[src/sv/bpc_pkg.sv]
// Package with the shared constants and helper functions of the pressure compensation block.
package bpc_pkg;

    localparam int RawWidth   = 24;
    localparam int MagWidth   = 27;
    localparam int ScaledWidth = 28;
    localparam int RecipWidth = 32;
    localparam int RecipShift = 32;
    localparam int DivWidth   = 8;
    localparam int CfgCount   = 8;
    localparam int CfgIdxWidth = 3;
    localparam int CfgDataWidth = 32;

    localparam logic [2:0] REG_OSR_SELECT    = 3'd0;
    localparam logic [2:0] REG_TEMP_COEFFS   = 3'd1;
    localparam logic [2:0] REG_PRESS_OFFSET  = 3'd2;
    localparam logic [2:0] REG_PRESS_LINEAR  = 3'd3;
    localparam logic [2:0] REG_TEMP_CROSS    = 3'd4;
    localparam logic [2:0] REG_CROSS_LINEAR  = 3'd5;
    localparam logic [2:0] REG_CROSS_SQUARE  = 3'd6;
    localparam logic [2:0] REG_PRESS_HIGH    = 3'd7;

    // Each scale factor is (2^n - 1) * 2^s; s is 19 for the low four codes and 13 for the rest.
    function automatic logic [DivWidth-1:0] divisor(input logic [2:0] code);
        logic [DivWidth-1:0] d;
        begin
            case (code)
                3'd0: d = 8'd1;
                3'd1: d = 8'd3;
                3'd2: d = 8'd7;
                3'd3: d = 8'd15;
                3'd4: d = 8'd31;
                3'd5: d = 8'd63;
                3'd6: d = 8'd127;
                3'd7: d = 8'd255;
                default: d = 8'd1;
            endcase
            return d;
        end
    endfunction

    // floor(2^32 / divisor); unused for divisor one, which bypasses the multiply.
    function automatic logic [RecipWidth-1:0] recip(input logic [2:0] code);
        logic [RecipWidth-1:0] r;
        begin
            case (code)
                3'd0: r = 32'd0;
                3'd1: r = 32'd1431655765;
                3'd2: r = 32'd613566756;
                3'd3: r = 32'd286331153;
                3'd4: r = 32'd138547332;
                3'd5: r = 32'd68174084;
                3'd6: r = 32'd33818640;
                3'd7: r = 32'd16843009;
                default: r = 32'd0;
            endcase
            return r;
        end
    endfunction

    typedef struct packed {
        logic [5:0]         osr_select;
        logic signed [11:0] c0;
        logic signed [11:0] c1;
        logic signed [19:0] c00;
        logic signed [19:0] c10;
        logic signed [15:0] c01;
        logic signed [15:0] c11;
        logic signed [15:0] c21;
        logic signed [15:0] c20;
        logic signed [15:0] c30;
    } coeff_t;

endpackage

[src/sv/bpc_scaler.sv]
// Two-stage oversampling scaler: reading times 2^16 divided by the table factor, toward zero.
module bpc_scaler
(
    input  logic                                   clk,
    input  logic                                   advance,
    input  logic signed [bpc_pkg::RawWidth-1:0]    raw,
    input  logic [2:0]                             code,
    output logic signed [bpc_pkg::ScaledWidth-1:0] scaled
);

    localparam int ProdWidth = bpc_pkg::MagWidth + bpc_pkg::RecipWidth;

    logic [bpc_pkg::RawWidth-1:0]  mag;
    logic [bpc_pkg::MagWidth-1:0]  dividend;
    logic [ProdWidth-1:0]          prod_next;
    logic [ProdWidth-1:0]          prod_reg;
    logic [bpc_pkg::MagWidth-1:0]  dividend_reg;
    logic [2:0]                    code_reg;
    logic                          neg_reg;
    logic [bpc_pkg::MagWidth-1:0]  quot_est;
    logic [bpc_pkg::MagWidth+bpc_pkg::DivWidth-1:0] back_prod;
    logic [bpc_pkg::MagWidth-1:0]  remainder;
    logic [bpc_pkg::MagWidth-1:0]  quot;
    logic signed [bpc_pkg::ScaledWidth-1:0] scaled_next;
    logic signed [bpc_pkg::ScaledWidth-1:0] scaled_reg;

    always_comb
    begin
        mag = raw[bpc_pkg::RawWidth-1] ? bpc_pkg::RawWidth'(-raw) : bpc_pkg::RawWidth'(raw);
        // The power-of-two part of the factor against the 2^16 scale is a fixed shift.
        if (code[2])
        begin
            dividend = {mag, 3'b000};
        end
        else
        begin
            dividend = bpc_pkg::MagWidth'(mag >> 3);
        end
        prod_next = ProdWidth'(dividend) * ProdWidth'(bpc_pkg::recip(code));
    end

    always_ff @(posedge clk)
    begin
        if (advance)
        begin
            prod_reg     <= prod_next;
            dividend_reg <= dividend;
            code_reg     <= code;
            neg_reg      <= raw[bpc_pkg::RawWidth-1];
            scaled_reg   <= scaled_next;
        end
    end

    always_comb
    begin
        // The reciprocal estimate is low by at most one; one compare fixes it.
        quot_est  = bpc_pkg::MagWidth'(prod_reg >> bpc_pkg::RecipShift);
        back_prod = (bpc_pkg::MagWidth + bpc_pkg::DivWidth)'(quot_est)
                  * (bpc_pkg::MagWidth + bpc_pkg::DivWidth)'(bpc_pkg::divisor(code_reg));
        remainder = dividend_reg - bpc_pkg::MagWidth'(back_prod);
        if (code_reg == 3'd0)
        begin
            quot = dividend_reg;
        end
        else if (remainder >= bpc_pkg::MagWidth'(bpc_pkg::divisor(code_reg)))
        begin
            quot = quot_est + bpc_pkg::MagWidth'(1);
        end
        else
        begin
            quot = quot_est;
        end
        scaled_next = neg_reg ? -$signed({1'b0, quot}) : $signed({1'b0, quot});
    end

    assign scaled = scaled_reg;

endmodule

[config.mk]
export PLATFORM = sky130hd
export DESIGN_NAME = bpc_scaler
export DESIGN_NICKNAME = d
export VERILOG_FILES = /design/src/sv/bpc_pkg.sv /design/src/sv/bpc_scaler.sv
export SDC_FILE = /design/constraint.sdc
export NUM_CORES = 1
export LEC_CHECK = 0
export BUFFER_PORTS_ARGS = -buffer_cell sky130_fd_sc_hd__buf_2
export CORE_MARGIN = 2
export CORE_UTILIZATION = 45
export CTS_BUF_LIST = sky130_fd_sc_hd__clkbuf_16
export CTS_CLUSTER_SIZE = 24
export DETAILED_ROUTE_END_ITERATION = 12
export SLEW_MARGIN = 40
export SYNTH_ARGS = -nofsm -noshare
export SYNTH_HDL_FRONTEND = slang
export SYNTH_SLANG_ARGS = --single-unit
[constraint.sdc]
create_clock -name clk -period 17.5 [get_ports clk]
set_input_delay 4.375 -clock clk [delete_from_list [all_inputs] [get_ports clk]]
set_output_delay 4.375 -clock clk [all_outputs]
set_load 0.01 [all_outputs]
-- After elaboration in Yosys (flattened, before gate mapping)
Memories as Yosys holds them, arrays and structs flattened. A register that Yosys moved wholly into a read port is not among the register bits.
Index checks and enable logic that the tools add are counted.
W data, S select, Z words.
- bits in registers: 118
- memory bits (read-only): 304
- input bits: 29
- logic and storage cells: 25
- memories: 3
- $add $sub $neg: 4
- multiply operators: 2
- $lt $le $gt $ge: 1
- multiplexer cells: 8
- reduce and logical (&&, ||, !) cells: 1
- memory list (name ; depth ; bits a word ; rd ports ; clocked after Yosys merged registers in ; write ports ; RTL line ; text):
    (name not given) ; 8 ; 24 ; 1 ; 0 ; 0 ; bpc_pkg.sv:46 ; case (code)
    (name not given) ; 8 ; 7 ; 1 ; 1 ; 0 ; bpc_pkg.sv:27 ; case (code)
    (name not given) ; 8 ; 7 ; 1 ; 1 ; 0 ; bpc_pkg.sv:27 ;
- operator list (operator ; count):
    $mux W27 ; 4
    $mul A27 B32 Y59 ; 1
    $neg A27 Y28 ; 1
    $add A27 B1 Y27 const B ; 1
    $ge A27 B8 Y1 ; 1
    $mul A27 B8 Y27 ; 1
    $sub A27 B27 Y27 ; 1
    $mux W24 ; 1
    $neg A24 Y24 ; 1
    $mux W8 ; 1
    $mux W3 ; 2
    $logic_not A3 Y1 ; 1

-- Logic depth before layout (Yosys ltp)
- depth in word-level cells: 7
- mapped depth: 40

-- Worst setup path after synthesis
No wires, ideal clock.
- kind: in2reg
- start: input port raw[4] in the netlist's numbering
- end: register prod_reg[57], data pin
- library setup time: 0.258 ns
- arrival: 13.421 ns
- required time: 17.242 ns
- path slack: 3.822 ns
- stages on the path: 36
- path buffers: 0
- cells stage by stage: or4_1 or3_1 or3_1 or3_1 and2_1 xor2_1 o21ai_0 inv_1 nand2_1 fa_1 inv_1 fa_1 inv_1 fa_1 inv_1 fa_1 fa_1 fa_1 inv_1 fa_1 inv_1 ha_1 a21oi_1 o21ai_0 a41o_1 a21oi_1 o21a_1 and2_1 a21oi_1 a41o_1 o41ai_1 o21ai_1 a21oi_1 o31ai_1 a21oi_1 xnor2_1
- word-level cells in the longest chain between the ends: 4
- ends and longest elaborated chain (element ; RTL line ; text):
    start, declared ; bpc_scaler.sv:6 ; input logic signed [bpc_pkg::RawWidth-1:0] raw,
    $neg A24 Y24 ; bpc_scaler.sv:29 ; mag = raw[bpc_pkg::RawWidth-1] ? bpc_pkg::RawWidth'(-raw) : bpc_pkg::RawWidth'(raw);
    $mux W24 ; bpc_scaler.sv:29 ;
    $mux W27 ; bpc_scaler.sv:31 ; if (code[2])
    via dividend (one bit) ; bpc_scaler.sv:14 ; logic [bpc_pkg::MagWidth-1:0] dividend;
    $mul A27 B32 Y59 ; bpc_scaler.sv:39 ; prod_next = ProdWidth'(dividend) * ProdWidth'(bpc_pkg::recip(code));
    via prod_next[57] ; bpc_scaler.sv:15 ; logic [ProdWidth-1:0] prod_next;
    end signal, assigned ; bpc_scaler.sv:46 ; prod_reg <= prod_next;
    end, declared ; bpc_scaler.sv:16 ; logic [ProdWidth-1:0] prod_reg;
The timed path passes the listed nets, and every way through them passes these cells.
A chain may end at the register's enable or synchronous reset.

-- Worst setup path in the final report
Ends and elaborated chain as after synthesis.

==> key figures <==
Yosys
  • Post-synthesis cell type count: 85
  • Sequential fraction of the synthesis area: 8.31%
  • Seq cells post-synth: 93
  • Gate Count Post-Synth: 3603
  • Synthesized area per cell: 9.09 um^2
  • Post-synth EDFFs: 86
  • Synth warn: 0
  • Synth area leaders: fa_1 42%, ha_1 15%, inv_1 12%
  • Cell Area, Synth: 32800 um^2
  • Post-synth top area cell: fa_1
  • Synth top area share: 41.7%
  • Top FF cell, synth: edfxtp_1
  • Async SR Flop Fraction: 0%

Cells and area
  • Area delta synth->final: 5.91%
  • Total area of sequential cells: 2720 um^2
  • # nets final: 4783
  • Max reg flops: 28
  • Share of post-route cells with drive strength above 1: 4.30%
  • Layout fillers: 6888
  • N_diodes: 0
  • Multi-input logic area: 26000 um^2

Worst setup path
  • Crit path largest cell delay: 650 ps
  • Crit path kind: primary input to flip-flop
  • Arr. time, crit path: 15270 ps
  • CP required: 17620 ps
  • CP delay by family, top: adder cells
  • Worst path bufs/invs: 7
  • CP Launch Type: primary input
  • CP endpoint kind: flip-flop
  • Slowest cell on crit path: xor2_1
  • Max Fanout on Critical Path: 6

Hold path
  • Hold Path Class: flip-flop to flip-flop

Route
  • Wire length on met2: 47.5 mm
  • Remaining antenna violation count: 0
  • Vias: 24800
  • Iteration-0 DRC Markers: 2592
  • Drt wl/cell: 22.8 um
  • Pre-Repair DR Iteration Count: 6
  • Final WL: 105 mm
  • Via/cell ratio: 5.35
  • Top sig layer: met5
  • Met3 WL: 9.51 mm
  • Post-route DRC: 0
  • DRT met1 WL: 43.6 mm

GRT
  • Grt total ovfl: 0
  • Vias in the first global route: 25900
  • Initial antenna violation count: 3
  • First-pass GRT wire length: 161 mm
  • Gr usage total: 29.1%
  • Largest net degree at the start of global routing: 60

Timing
  • Count of pins over their slew limit: 0
  • Max-slew headroom at the worst pin: 37.8%
  • Clk_skew: 18.8 ps
  • Final Hold Fails: 0
  • Setup TNS: 0 ps
  • Worst slew pin tran: 927 ps
  • Highest clock rate: 0.0660 GHz
  • Min Clock Period, post-route: 15150 ps
  • RSZ-0062 raised after global routing: no
  • Final Setup Violations: 0
  • Period utilisation layout: 86.6%

CTS
  • Post-cts sizing count: 0
  • CTS tree: done
  • Insertion delay to the later sink of the worst-skew pair: 380 ps
  • CTS H-Tree Depth: 3
  • CTS Root Cell: clkbuf_16
  • Hold buffers post-CTS: 0
  • Clock sinks: 93
  • Num CTS Buffers: 9
  • Clock buffer depth: 2
  • Setup Fix Bufs, Post-CTS: 0
  • Clock-pin transition on the worst setup and hold timing paths: 80 ps

Die
  • DIE WIDTH: 274 um
  • Num rows: 98
  • Starting Density: 45.7%
  • Die height: 274 um
  • Total die area: 75000 um^2
  • I/O pin count: 57
  • Core area: 71700 um^2

Run
  • MaxCap Viol Count: 0

Place
  • Post-detail-place hpwl: 91.9 mm
  • Port Buf Inserts: 56
  • Routability congestion estimate: 1.01

Outcome
  • Status: completed
[worst reg2reg max path: cells and delay by family, from the launching register on]
family,cells,cell delay (ps)
simple gates,7,2380
fa+ha+maj,6,2570
compound gates,5,1310
flops,1,310
buf+inv,7,1320
xor+xnor,1,100
mux,2,600
[cell usage after synthesis (30+ instances only)]
cell      instances
inv_1          1030
fa_1            683
ha_1            399
nor2_1          354
nand2_1         293
edfxtp_1         86
clkbuf_1         75
xnor2_1          72
o21ai_0          65
a21oi_1          62
xor2_1           44
nand3_1          30
[per-layer routing]
layer,up-vias,global-route usage (%)
met3,239,5.27
met1,12400,39.7
met4,4,11.1
met5,-,0
li1,11000,-
met2,1120,46.3
[cells in the final DEF, fill, tap and decap left out, types with 44 or more instances in the layout]
master    synthesis  routed
a21oi_1          62      61
buf_2             7      55
conb_1            2      51
edfxtp_1         86      86
fa_1            683     683
ha_1            399     399
inv_1          1030    1031
nand2_1         293     292
nor2_1          354     349
o21ai_0          65      63
xnor2_1          72      72
xor2_1           44      44
[cell type report]
type                    count  share of cell area, %
clock buffers               9                  0.649
clock inverters             7                  0.227
inverters                1037                   11.2
multi-input cells        2433                   74.9
flip-flops and latches     93                   7.85
well taps                 950                   3.43
repair buffers             98                   1.76
[logic make-up (layout without fill, tap and decap cells)]
kind of cell             count (synthesis)  count (layout)  synth area share, %
AO/OA/AOI/OAI                          310             310                 6.43
adder cells (fa/ha/maj)               1082            1082                 57.0
multiplexers                            13              13                0.455
AND/OR/NAND/NOR                        860             860                 11.6
XOR/XNOR                               117             117                 3.17
flip-flops                              93              93                 8.31
other                                    2              51               0.0229
buffers and inverters                 1126            1151                 13.1
[per-stage QoR]
step	util [%]	worst slack [ps]	hold WS (ps)	instance area, um^2	instances
floorplan	-	3820	566	32900	3652
global placement	47.9	1850	622	34300	4610
detailed placement	47.9	1950	626	34400	4610
CTS	48.3	2350	640	34700	4626
global route	48.4	1730	702	34700	4627
finish	48.4	2350	645	34700	4627
[path summary, 6_finish.rpt]
| path | start | endpoint | slack (ps) | depth (start not counted) |
|---|---|---|---|---|
| worst max-delay path | raw[4] | prod_reg[57]$_DFFE_PP_ | 2350 | 38 |
| worst min-delay path | code_reg[0]$_DFFE_PP_ | flip-flop | 640 | 2 |
| worst max register to register | flip-flop | scaled[26]$_DFFE_PP_ | 8630 | 28 |
| worst min register to register | code_reg[0]$_DFFE_PP_ | flip-flop | 640 | 2 |
Power is not shown: default switching activity piles up to over one toggle a cycle in this logic, so the estimate is an artifact.
